**config.mk**
```make
export PLATFORM = sky130hd
export DESIGN_NAME = shape_primitive_vertex_decoder_unit_flat
export DESIGN_NICKNAME = d
export VERILOG_FILES = /design/src/rtl/spvd_pkg.sv /design/src/rtl/spvd_chan_if.sv /design/src/rtl/shape_primitive_vertex_decoder_unit.sv /design/src/flat_wrapper.sv
export SDC_FILE = /design/constraint.sdc
export NUM_CORES = 1
export LEC_CHECK = 0
export ABC_AREA = 1
export ABC_CLOCK_PERIOD_IN_PS = 5000
export BUFFER_PORTS_ARGS = -buffer_cell sky130_fd_sc_hd__buf_2
export CORE_UTILIZATION = 40
export DETAILED_ROUTE_END_ITERATION = 7
export PLACE_DENSITY = 0.54
export RECOVER_POWER = 50
export SLEW_MARGIN = 5
export SYNTH_ARGS = -nofsm -noshare
export SYNTH_HDL_FRONTEND = slang
export SYNTH_SLANG_ARGS = --single-unit
```
**constraint.sdc**
```tcl
create_clock -name clk -period 5 [get_ports clk]
set_input_delay 0.5 -clock clk [delete_from_list [all_inputs] [get_ports clk]]
set_output_delay 0.5 -clock clk [all_outputs]
set_load 0.03 [all_outputs]
```
**src/rtl/spvd_pkg.sv**
```systemverilog
package spvd_pkg;

	// Decoder phase
	typedef enum logic [2:0] {
		PH_IDLE,
		PH_ELLIPSE,
		PH_POINT,
		PH_POLY_START,
		PH_POLY_PAIRS
	} phase_t;

	// Record kinds
	localparam logic [1:0] KIND_POINT   = 2'd0;
	localparam logic [1:0] KIND_ELLIPSE = 2'd1;
	localparam logic [1:0] KIND_VERTEX  = 2'd2;

	// Header bit that selects an ellipse
	localparam int HDR_ELLIPSE_BIT = 7;

	// Byte positions inside the big-endian start words
	localparam logic [2:0] IDX_X_LO  = 3'd1;
	localparam logic [2:0] IDX_Y_LO  = 3'd3;
	localparam logic [2:0] IDX_RX_LO = 3'd5;
	localparam logic [2:0] IDX_RY_LO = 3'd7;

	// Output queue
	localparam int RQ_DEPTH = 4;
	localparam int RQ_AW    = $clog2(RQ_DEPTH);

	typedef struct packed {
		logic [1:0]  kind;
		logic [15:0] pos_x;
		logic [15:0] pos_y;
		logic [15:0] radius_x;
		logic [15:0] radius_y;
		logic [7:0]  color;
		logic        alpha;
		logic        last;
	} rec_t;

	function automatic logic [15:0] sext8(input logic [7:0] v);
		return {{8{v[7]}}, v};
	endfunction

endpackage

```
**src/rtl/spvd_chan_if.sv**
```systemverilog
interface spvd_in_if;
	logic              valid;
	logic              ready;
	logic [7:0]        data_byte;
	logic              first_byte;
	logic signed [15:0] origin_x;
	logic signed [15:0] origin_y;
	logic [7:0]        prim_color;
	logic              alpha_flag;

	modport source (output valid, data_byte, first_byte, origin_x, origin_y,
		prim_color, alpha_flag, input ready);
	modport sink (input valid, data_byte, first_byte, origin_x, origin_y,
		prim_color, alpha_flag, output ready);
endinterface

interface spvd_out_if;
	logic               valid;
	logic               ready;
	logic [1:0]         kind;
	logic signed [15:0] pos_x;
	logic signed [15:0] pos_y;
	logic [15:0]        radius_x;
	logic [15:0]        radius_y;
	logic [7:0]         out_color;
	logic               out_alpha;
	logic               last;

	modport source (output valid, kind, pos_x, pos_y, radius_x, radius_y,
		out_color, out_alpha, last, input ready);
	modport sink (input valid, kind, pos_x, pos_y, radius_x, radius_y,
		out_color, out_alpha, last, output ready);
endinterface

```
**src/rtl/shape_primitive_vertex_decoder_unit.sv**
```systemverilog
// Shape primitive vertex decoder.
// Channel "bytes" carries the encoded primitive one byte per transfer; the
// header transfer has first_byte set and also carries origin, colour and
// alpha, which are held for the whole primitive. Channel "records" returns
// point, ellipse and polygon-vertex records, last set on the final one.
// Timing: a byte transfer is registered in the input stage, decoded from
// there once the queue has room, and its records are written into a
// four-entry result queue, visible on "records" in the cycle after the write.
// One byte is taken per cycle while the queue has room; the final pair of a
// polygon may write two records, and the queue drains one record per cycle
// while the receiver is ready, so the output transfer rate bounds the rate.
// The input stage moves on only when the queue has two free entries; when
// the receiver stalls, the queue fills and bytes.ready drops, no record is
// lost. Reset clears the input stage, the queue and the decoder state, which
// then waits for a header byte; bytes without first_byte while idle are
// dropped.
module shape_primitive_vertex_decoder_unit (
	input  logic              clk,
	input  logic              arst_n,
	spvd_in_if.sink           bytes,
	spvd_out_if.source        records
);
	import spvd_pkg::*;

	// Input stage
	logic              v_s1;
	logic [7:0]        data_s1;
	logic              first_s1;
	logic [15:0]       org_x_s1;
	logic [15:0]       org_y_s1;
	logic [7:0]        color_s1;
	logic              alpha_s1;

	// Decoder state
	phase_t            phase_q, phase_n;
	logic [2:0]        idx_q, idx_n;
	logic [6:0]        pairs_q, pairs_n;
	logic [7:0]        hold_q, hold_n;
	logic [15:0]       run_x_q, run_x_n;
	logic [15:0]       run_y_q, run_y_n;
	logic [15:0]       base_x_q, base_x_n;
	logic [15:0]       base_y_q, base_y_n;
	logic [15:0]       rad_q, rad_n;
	logic [7:0]        pdx_q, pdx_n;
	logic [7:0]        pdy_q, pdy_n;
	logic              pend_q, pend_n;
	logic [7:0]        color_q, color_n;
	logic              alpha_q, alpha_n;

	// Result queue
	rec_t              rq_q [RQ_DEPTH];
	logic [RQ_AW-1:0]  wr_ptr_q;
	logic [RQ_AW-1:0]  rd_ptr_q;
	logic [RQ_AW:0]    cnt_q;

	logic              fire;
	logic              pop;
	logic              rec_a_v, rec_b_v;
	rec_t              rec_a, rec_b, push_first;
	logic [1:0]        push_n;
	logic [15:0]       word;
	logic [15:0]       rx1, ry1, rx2, ry2;
	logic [6:0]        pairs_dec;
	rec_t              head;

	// Stage advances when the queue can take two records
	assign fire        = v_s1 && (cnt_q <= (RQ_AW+1)'(RQ_DEPTH - 2));
	assign bytes.ready = !v_s1 || fire;
	assign pop         = records.valid && records.ready;

	always_ff @(posedge clk or negedge arst_n) begin
		if (!arst_n) begin
			v_s1 <= 1'b0;
		end else if (bytes.ready) begin
			v_s1 <= bytes.valid;
		end
	end

	always_ff @(posedge clk) begin
		if (bytes.valid && bytes.ready) begin
			data_s1  <= bytes.data_byte;
			first_s1 <= bytes.first_byte;
			org_x_s1 <= bytes.origin_x;
			org_y_s1 <= bytes.origin_y;
			color_s1 <= bytes.prim_color;
			alpha_s1 <= bytes.alpha_flag;
		end
	end

	assign word      = {hold_q, data_s1};
	assign pairs_dec = pairs_q - 7'd1;

	// Byte decode: next state and up to two records
	always_comb begin
		phase_n  = phase_q;
		idx_n    = idx_q;
		pairs_n  = pairs_q;
		hold_n   = hold_q;
		run_x_n  = run_x_q;
		run_y_n  = run_y_q;
		base_x_n = base_x_q;
		base_y_n = base_y_q;
		rad_n    = rad_q;
		pdx_n    = pdx_q;
		pdy_n    = pdy_q;
		pend_n   = pend_q;
		color_n  = color_q;
		alpha_n  = alpha_q;
		rec_a_v  = 1'b0;
		rec_b_v  = 1'b0;
		rx1      = run_x_q;
		ry1      = run_y_q;
		rx2      = run_x_q;
		ry2      = run_y_q;
		rec_a    = '{kind: KIND_VERTEX, pos_x: run_x_q + base_x_q,
			pos_y: run_y_q + base_y_q, radius_x: '0, radius_y: '0,
			color: color_q, alpha: alpha_q, last: 1'b0};
		rec_b    = rec_a;

		if (fire) begin
			if (first_s1) begin
				// Header: latch primitive attributes
				base_x_n = org_x_s1;
				base_y_n = org_y_s1;
				color_n  = color_s1;
				alpha_n  = alpha_s1;
				idx_n    = '0;
				pend_n   = 1'b0;
				if (data_s1[HDR_ELLIPSE_BIT]) begin
					phase_n = PH_ELLIPSE;
				end else if (data_s1 == 8'd0) begin
					phase_n = PH_POINT;
				end else begin
					phase_n = PH_POLY_START;
					pairs_n = data_s1[6:0];
				end
			end else begin
				unique case (phase_q)
					PH_ELLIPSE, PH_POINT, PH_POLY_START: begin
						if (!idx_q[0]) begin
							hold_n = data_s1;
							idx_n  = idx_q + 3'd1;
						end else begin
							idx_n = idx_q + 3'd1;
							case (idx_q)
								IDX_X_LO: run_x_n = word;
								IDX_Y_LO: begin
									run_y_n = word;
									rec_a.pos_y = word + base_y_q;
									if (phase_q == PH_POINT) begin
										rec_a_v    = 1'b1;
										rec_a.kind = KIND_POINT;
										rec_a.last = 1'b1;
										phase_n    = PH_IDLE;
										idx_n      = '0;
									end else if (phase_q == PH_POLY_START) begin
										rec_a_v = 1'b1;
										phase_n = PH_POLY_PAIRS;
										pend_n  = 1'b0;
										idx_n   = '0;
									end
								end
								IDX_RX_LO: rad_n = word;
								default: begin
									// radius y completes the ellipse
									rec_a_v        = 1'b1;
									rec_a.kind     = KIND_ELLIPSE;
									rec_a.radius_x = rad_q;
									rec_a.radius_y = word;
									rec_a.last     = 1'b1;
									phase_n        = PH_IDLE;
									idx_n          = '0;
								end
							endcase
						end
					end
					PH_POLY_PAIRS: begin
						if (!idx_q[0]) begin
							hold_n = data_s1;
							idx_n  = 3'd1;
						end else begin
							idx_n = '0;
							// Resolve the pending pair; flat runs merge
							if (pend_q) begin
								rx1 = run_x_q + sext8(pdx_q);
								if (!(pdy_q == 8'd0 && data_s1 == 8'd0)) begin
									ry1     = run_y_q + sext8(pdy_q);
									rec_a_v = 1'b1;
								end
							end
							rec_a.pos_x = rx1 + base_x_q;
							rec_a.pos_y = ry1 + base_y_q;
							pairs_n = pairs_dec;
							if (pairs_dec == 7'd0) begin
								// Final pair is never merged
								rx2         = rx1 + sext8(hold_q);
								ry2         = ry1 + sext8(data_s1);
								rec_b_v     = 1'b1;
								rec_b.pos_x = rx2 + base_x_q;
								rec_b.pos_y = ry2 + base_y_q;
								rec_b.last  = 1'b1;
								pend_n      = 1'b0;
								phase_n     = PH_IDLE;
							end else begin
								pdx_n  = hold_q;
								pdy_n  = data_s1;
								pend_n = 1'b1;
							end
							run_x_n = rx2;
							run_y_n = ry2;
							if (pairs_dec != 7'd0) begin
								run_x_n = rx1;
								run_y_n = ry1;
							end
						end
					end
					default: ;
				endcase
			end
		end
	end

	always_ff @(posedge clk or negedge arst_n) begin
		if (!arst_n) begin
			phase_q  <= PH_IDLE;
			idx_q    <= '0;
			pairs_q  <= '0;
			hold_q   <= '0;
			run_x_q  <= '0;
			run_y_q  <= '0;
			base_x_q <= '0;
			base_y_q <= '0;
			rad_q    <= '0;
			pdx_q    <= '0;
			pdy_q    <= '0;
			pend_q   <= 1'b0;
			color_q  <= '0;
			alpha_q  <= 1'b0;
		end else begin
			phase_q  <= phase_n;
			idx_q    <= idx_n;
			pairs_q  <= pairs_n;
			hold_q   <= hold_n;
			run_x_q  <= run_x_n;
			run_y_q  <= run_y_n;
			base_x_q <= base_x_n;
			base_y_q <= base_y_n;
			rad_q    <= rad_n;
			pdx_q    <= pdx_n;
			pdy_q    <= pdy_n;
			pend_q   <= pend_n;
			color_q  <= color_n;
			alpha_q  <= alpha_n;
		end
	end

	// Queue write: resolved pending vertex first, then the final one
	assign push_first = rec_a_v ? rec_a : rec_b;
	assign push_n     = {1'b0, rec_a_v} + {1'b0, rec_b_v};

	always_ff @(posedge clk) begin
		if (push_n != 2'd0) begin
			rq_q[wr_ptr_q] <= push_first;
		end
		if (push_n == 2'd2) begin
			rq_q[wr_ptr_q + RQ_AW'(1)] <= rec_b;
		end
	end

	always_ff @(posedge clk or negedge arst_n) begin
		if (!arst_n) begin
			wr_ptr_q <= '0;
			rd_ptr_q <= '0;
			cnt_q    <= '0;
		end else begin
			wr_ptr_q <= wr_ptr_q + RQ_AW'(push_n);
			rd_ptr_q <= rd_ptr_q + RQ_AW'(pop);
			cnt_q    <= cnt_q + (RQ_AW+1)'(push_n) - (RQ_AW+1)'(pop);
		end
	end

	// Queue head drives the result channel
	assign head              = rq_q[rd_ptr_q];
	assign records.valid     = (cnt_q != '0);
	assign records.kind      = head.kind;
	assign records.pos_x     = head.pos_x;
	assign records.pos_y     = head.pos_y;
	assign records.radius_x  = head.radius_x;
	assign records.radius_y  = head.radius_y;
	assign records.out_color = head.color;
	assign records.out_alpha = head.alpha;
	assign records.last      = head.last;

	// Checks
	a_cnt_bound: assert property (@(posedge clk) disable iff (!arst_n)
		cnt_q <= (RQ_AW+1)'(RQ_DEPTH))
		else $error("result queue overflow");

	a_cnt_track: assert property (@(posedge clk) disable iff (!arst_n)
		1'b1 |=> cnt_q == $past(cnt_q + (RQ_AW+1)'(push_n) - (RQ_AW+1)'(pop)))
		else $error("queue count out of step with writes and reads");

	a_hdr_silent: assert property (@(posedge clk) disable iff (!arst_n)
		(fire && first_s1) |-> (push_n == 2'd0))
		else $error("header byte produced a record");

	a_pend_phase: assert property (@(posedge clk) disable iff (!arst_n)
		pend_q |-> (phase_q == PH_POLY_PAIRS))
		else $error("pending pair outside polygon pairs");

	a_pair_idx: assert property (@(posedge clk) disable iff (!arst_n)
		(phase_q == PH_POLY_PAIRS) |-> (idx_q[2:1] == 2'b00))
		else $error("byte index out of range in pair phase");

endmodule

```
**src/flat_wrapper.sv**
```systemverilog
// flat-port wrapper written by rule: the top's interface ports become plain ports
module shape_primitive_vertex_decoder_unit_flat import spvd_pkg::*;
  (clk, arst_n, bytes_valid, bytes_data_byte, bytes_first_byte, bytes_origin_x, bytes_origin_y, bytes_prim_color, bytes_alpha_flag, bytes_ready, records_valid, records_kind, records_pos_x, records_pos_y, records_radius_x, records_radius_y, records_out_color, records_out_alpha, records_last, records_ready);
  spvd_in_if bytes_i ();
  spvd_out_if records_i ();
  input  logic clk;
  input  logic arst_n;
  input wire logic [$bits(bytes_i.valid)-1:0] bytes_valid;
  input wire logic [$bits(bytes_i.data_byte)-1:0] bytes_data_byte;
  input wire logic [$bits(bytes_i.first_byte)-1:0] bytes_first_byte;
  input wire logic [$bits(bytes_i.origin_x)-1:0] bytes_origin_x;
  input wire logic [$bits(bytes_i.origin_y)-1:0] bytes_origin_y;
  input wire logic [$bits(bytes_i.prim_color)-1:0] bytes_prim_color;
  input wire logic [$bits(bytes_i.alpha_flag)-1:0] bytes_alpha_flag;
  output wire logic [$bits(bytes_i.ready)-1:0] bytes_ready;
  output wire logic [$bits(records_i.valid)-1:0] records_valid;
  output wire logic [$bits(records_i.kind)-1:0] records_kind;
  output wire logic [$bits(records_i.pos_x)-1:0] records_pos_x;
  output wire logic [$bits(records_i.pos_y)-1:0] records_pos_y;
  output wire logic [$bits(records_i.radius_x)-1:0] records_radius_x;
  output wire logic [$bits(records_i.radius_y)-1:0] records_radius_y;
  output wire logic [$bits(records_i.out_color)-1:0] records_out_color;
  output wire logic [$bits(records_i.out_alpha)-1:0] records_out_alpha;
  output wire logic [$bits(records_i.last)-1:0] records_last;
  input wire logic [$bits(records_i.ready)-1:0] records_ready;
  assign bytes_i.valid = bytes_valid;
  assign bytes_i.data_byte = bytes_data_byte;
  assign bytes_i.first_byte = bytes_first_byte;
  assign bytes_i.origin_x = bytes_origin_x;
  assign bytes_i.origin_y = bytes_origin_y;
  assign bytes_i.prim_color = bytes_prim_color;
  assign bytes_i.alpha_flag = bytes_alpha_flag;
  assign bytes_ready = bytes_i.ready;
  assign records_valid = records_i.valid;
  assign records_kind = records_i.kind;
  assign records_pos_x = records_i.pos_x;
  assign records_pos_y = records_i.pos_y;
  assign records_radius_x = records_i.radius_x;
  assign records_radius_y = records_i.radius_y;
  assign records_out_color = records_i.out_color;
  assign records_out_alpha = records_i.out_alpha;
  assign records_last = records_i.last;
  assign records_i.ready = records_ready;
  shape_primitive_vertex_decoder_unit u_core (.clk(clk), .arst_n(arst_n), .bytes(bytes_i), .records(records_i));
endmodule
```
Word-level counts from Yosys, hierarchy flattened:

Memories as Yosys holds them, arrays and structs flattened.
Cells that the tools add are included.

* register bits: 185
* memory bits (writable): 304
* input bits: 54
* output and inout bits: 78
* logic and storage cells: 198
* memories kept: 1

* $add $sub $neg: 19
* order comparisons: 1
* equality and inequality tests: 23
* multiplexer cells: 97
* bitwise gates (word level): 3
* reduce and logical (&&, ||, !) cells: 30

Memory list
* u_core.rq_q: words 4, width 76, rd ports 1, clocked after Yosys merged registers in 0, write ports 2, RTL line shape_primitive_vertex_decoder_unit.sv:51 `rec_t rq_q [RQ_DEPTH];`

Operators by type and width (count)
* $mux 16: 23
* $mux 32: 8
* $add 16x16->16: 11
* $mux 66: 2
* $pmux 16 s2: 3
* $mux 76: 1
* $mux 48: 1
* $mux 7: 5
* $mux 3: 11
* $mux 1: 31
* $reduce_and 7->1: 4
* $pmux 3 s2: 4
* $logic_not 8->1: 2
* $ne 3x1->1 const B: 5
* $reduce_and 5->1: 3
* $eq 3x2->1 const B: 3
* $ne 3x2->1 const B: 3
* $ne 2x2->1 const B: 4
* $pmux 1 s2: 4
* $reduce_bool 2->1: 4
* $logic_not 7->1: 1
* $reduce_bool 7->1: 1
* $sub 7x1->7 const B: 1
* $eq 3x1->1 const B: 2
* 24 further kinds: 36

Longest topological paths before layout:

* word-level depth: 16
* depth in mapped cells: 35
* mapped depth without buffers: 34

Least setup slack after synthesis:

No wires, ideal clock.

* kind: register to register
* start point: reg u_core.data_s1[7]
* end point: mem u_core.rq_q[2][57] (netlist name) (data pin)
* setup time: 0.254 ns
* arrival time: 4.334 ns
* data required time: 4.746 ns
* setup slack: 0.412 ns
* cell stages (with the launch flop): 34
* buffers on the path: 1
* clock period less this slack: 4.588 ns
* path through: edfxtp_1 inv_2 nand4_1 nor2_1 nand3_1 nand2_1 inv_1 clkbuf_1 o21ai_0 inv_1 ha_1 nand2_1 nand3_1 nand2_1 o21ai_1 inv_1 o21ai_0 xnor2_1 inv_1 ha_1 nand2_1 nor2_1 nand3_1 nand3_1 nand2_1 nand2_1 a21o_1 a21oi_1 inv_1 nand3_1 nand3_1 nand3_1 nand3_1 nand2_1

RTL lines
* from (decl): RTL line shape_primitive_vertex_decoder_unit.sv:27 `logic [7:0] data_s1;`
* from (signal assigned): RTL line shape_primitive_vertex_decoder_unit.sv:81 `data_s1 <= bytes.data_byte;`
* to (decl): RTL line shape_primitive_vertex_decoder_unit.sv:51

==> key figures <==
Timing
  • Worst hold-check slack: 0.03679 ns
  • Hold Violations, Final: 0
  • Worst clock skew: 0.02053 ns
  • Count of final max-slew check failures: 180
  • Number of setup violations in the final report: 0
  • Tcrit/Tclk final: 0.9499
  • Transition at the pin with the smallest max-transition slack: 2.073 ns
  • Worst-case setup margin in the final layout: 0.2506 ns
  • Min cycle time layout: 4.749 ns
  • Headroom to the max-slew limit: -0.3823
  • Max Clock Freq: 0.2106 GHz
  • RSZ-0062 raised after global routing: true

Yosys
  • Ys Warns: 0
  • Synth Cell Area: 29,710 µm²
  • Post-Syn Nets: 3,955
  • Number of synthesized flops with an enable pin: 218
  • Main area contributors after synthesis: edfxtp_1 22%, dfrtp_1 11%, nand2_1 9.9%
  • Avg Cell Area, Syn: 8.010 µm²
  • Proportion of register bits with asynchronous set or reset after synthesis: 0.2761
  • Most area-hungry cell type in the Yosys netlist: edfxtp_1
  • Primary FF master, synth: edfxtp_1
  • Register bit total from synthesis: 489
  • Sequential share of the synthesized area: 0.4257
  • Share of Yosys cell area claimed by the top area cell type: 0.2204
  • Library cells used by synthesis: 66
  • Post-synthesis cell count: 3,709

CTS
  • Clock-pin slew on the worst setup and hold paths: 0.06 ns
  • Root Buffer: clkbuf_16
  • Level count of the clock H-tree: 2
  • CTS tree: built
  • Maximum number of buffers from clock root to sink: 3
  • Total clock buffers created by CTS: 56
  • Sink Count: 489
  • Worst-Skew Late Latency: 0.64 ns

Layout
  • Final design utilization: 0.4737
  • Number of fill cells: 7,278
  • Number of inserted diodes: 0
  • Total number of nets in the final design: 4,173
  • Fraction of layout cells with a size suffix above 1: 0.1442
  • Area delta synth->final: 16.73%
  • Number of standard cells in the final layout excluding fillers: 4,934

Die
  • Area of the placeable core: 73,210 µm²
  • Number of standard-cell rows in the floorplan: 99
  • Die Span X: 274.5 µm
  • Die Height: 274.5 µm
  • Number of placed I/O pins: 132
  • Initial cell density of the core: 0.4058
  • Area of the die: 75,360 µm²

Hold path
  • End point of the most critical hold path: u_core.org_y_s1[9]
  • Worst hold path class: primary input to flip-flop
  • Number of cells traversed by the worst hold path: 1
  • Hold Startpoint: bytes_origin_y[9]

Routing
  • Met2 layer wire length in the routed design: 45.69 mm
  • Detailed Routing Iterations Pass 1: 8
  • Total wire length: 105.3 mm
  • Met3 Wirelength: 7.565 mm
  • Number of routed nets with antenna violations: 0
  • Wl on met1: 49.42 mm
  • Via count normalized by instance count: 5.524
  • Initial DRC count: 2,454
  • Average routed wire per standard cell: 21.35 µm
  • Highest layer used for signal routing: met5
  • # DRC: 13
  • Vias: 27.25k

Placement
  • Number of placed instances, taps included: 4,810
  • Estimated wirelength of the detail-placed design: 74.54 mm
  • Place WS: -0.1556 ns
  • Port Buf Inserts: 131
  • Placer congestion estimate: 0.9584

GRT
  • Global-route usage over all layers: 0.2738
  • Number of global-route vias before repair: 25.01k
  • Initial antenna violation count: 2
  • Largest net degree at the start of global routing: 79
  • GRT overflow: 0
  • First-pass GRT wire length: 156.3 mm

Worst setup path
  • Worst endpoint data arrival time: 5.14 ns
  • Crit Reg-Reg Endpoint: u_core.rq_q[1][57]
  • Maximum fanout along the worst path: 4
  • Number of cells traversed by the worst register-to-register path: 33
  • Worst endpoint required time: 5.39 ns
  • Endpoint kind of the worst setup timing path: flip-flop
  • Largest stage delay on the critical path: 0.43 ns
  • Cell type with the highest occurrence count on the critical path: nand2_1
  • Worst reg-to-reg setup slack: 0.25 ns
  • Origin of the critical flop-to-flop path: u_core.pdy_q[0]
  • Critical-path top delay cell: dfrtp_1
  • Kind of start point of the critical path: flip-flop
  • Critical Setup Path Class: flip-flop to flip-flop

Run
  • Max-capacitance violation count: 5

Outcome
  • Failing checks: DRC, capacitance limit, slew limit
  • Status: finished with violations
[cells in the final DEF, fill, tap and decap left out, types with 136 or more instances in the layout]
cell      synthesis  layout
o21ai_0         479     458
a21oi_1         211     195
o22ai_1         158     158
dfxtp_1         136     136
buf_4             3     172
nand3_1         171     156
inv_1           276     278
edfxtp_1        218     218
ha_1            180     162
nor2_1          345     341
nand2_1         780     763
[registers in the layout, indices dropped and copies added (netlist names), 2 cells and up]
signal           count
u_core.phase_q       3
u_core.pdy_q         8
u_core.rq_q        304
u_core.idx_q         3
u_core.run_x_q      16
u_core.rd_ptr_q      2
u_core.pdx_q         8
u_core.color_s1      8
u_core.org_y_s1     16
u_core.pairs_q       7
u_core.org_x_s1     16
u_core.wr_ptr_q      2
u_core.base_x_q     16
u_core.rad_q        16
u_core.data_s1       8
u_core.hold_q        8
u_core.cnt_q         3
u_core.run_y_q      16
u_core.color_q       8
u_core.base_y_q     16
[cells by family (layout without fill, tap and decap cells)]
| group | count (synthesis) | after routing | synth area share |
|---|---|---|---|
| AND/OR/NAND/NOR | 1394 | 1395 | 0.1951 |
| multiplexers | 2 | 2 | 0.001095 |
| flip-flops | 489 | 489 | 0.4257 |
| buffers and inverters | 467 | 732 | 0.06208 |
| XOR/XNOR | 111 | 111 | 0.03273 |
| AO/OA/AOI/OAI | 1054 | 1054 | 0.1993 |
| adder cells (fa/ha/maj) | 192 | 192 | 0.08390 |
[worst max-delay path by stage]
stage                       from            endpoint  slack [ns]
2_1_floorplan  u_core.data_s1[7]  u_core.rq_q[2][57]        0.41
3_3_place_gp     u_core.pdx_q[0]  u_core.rq_q[1][73]        0.02
3_5_place_dp   u_core.run_x_q[0]  u_core.rq_q[0][73]       -0.16
4_1_cts          u_core.pdy_q[0]  u_core.rq_q[0][56]       0.005
5_1_grt          u_core.pdy_q[0]  u_core.rq_q[2][57]       -0.06
6_report         u_core.pdy_q[0]  u_core.rq_q[1][57]        0.25
[worst max-delay path: cells and delay by family, from the launching register on]
| kind | cells | cell delay [ns] |
|---|---|---|
| simple gates | 19 | 1.55 |
| fa+ha+maj | 4 | 1.19 |
| compound gates | 6 | 0.76 |
| flops | 1 | 0.43 |
| xor+xnor | 2 | 0.38 |
| buf+inv | 2 | 0.18 |
[what timing repair did]
action | CTS | global route
setup buffers | 2 | 14
gates cloned | 0 | 1
hold buffers | 1 | 0
endpoints found under the setup margin | 21 | 67
gates resized for setup | 5 | 117
pin swaps | 2 | 32
endpoints found under the hold margin | 69 | 0
[layer usage]
metal | vias to the layer above | global-route usage
li1 | 13232 | -
met1 | 12883 | 0.4003
met2 | 983 | 0.4209
met3 | 154 | 0.03888
met4 | 2 | 0.07149
met5 | - | 0
[per-stage QoR]
stage	setup TNS [ns]	area (µm²)
after floorplan	0	29710
after global placement	0	32230
after detailed placement	-1.244	32230
after CTS	0	34170
after global routing	-0.5834	34680
final	0	34680
[cells in the mapped netlist, types with 40 or more instances]
cell and n:
dfrtp_1 135, dfxtp_1 136, xnor2_1 40, o21ai_1 56, inv_1 276, nor2_1 345
clkbuf_1 129, o22ai_1 158, o21ai_0 479, ha_1 180, edfxtp_1 218, nand2_1 780
xor2_1 71, a21oi_1 211, nand3_1 171
[final cells by class]
type                       count  area, µm²  area share
tap                          959       1200     0.03460
sequential                   489      12650      0.3649
timing repair buffer         319       2006     0.05784
clock inverter                36      361.6     0.01043
clock buffer                  70       1536     0.04431
multi-input combinational   2754      15760      0.4545
inverter                     307       1160     0.03345
Power is left out: the tool's default activity adds up to more than one toggle a clock period on the data nets, which glitch-free logic cannot reach.
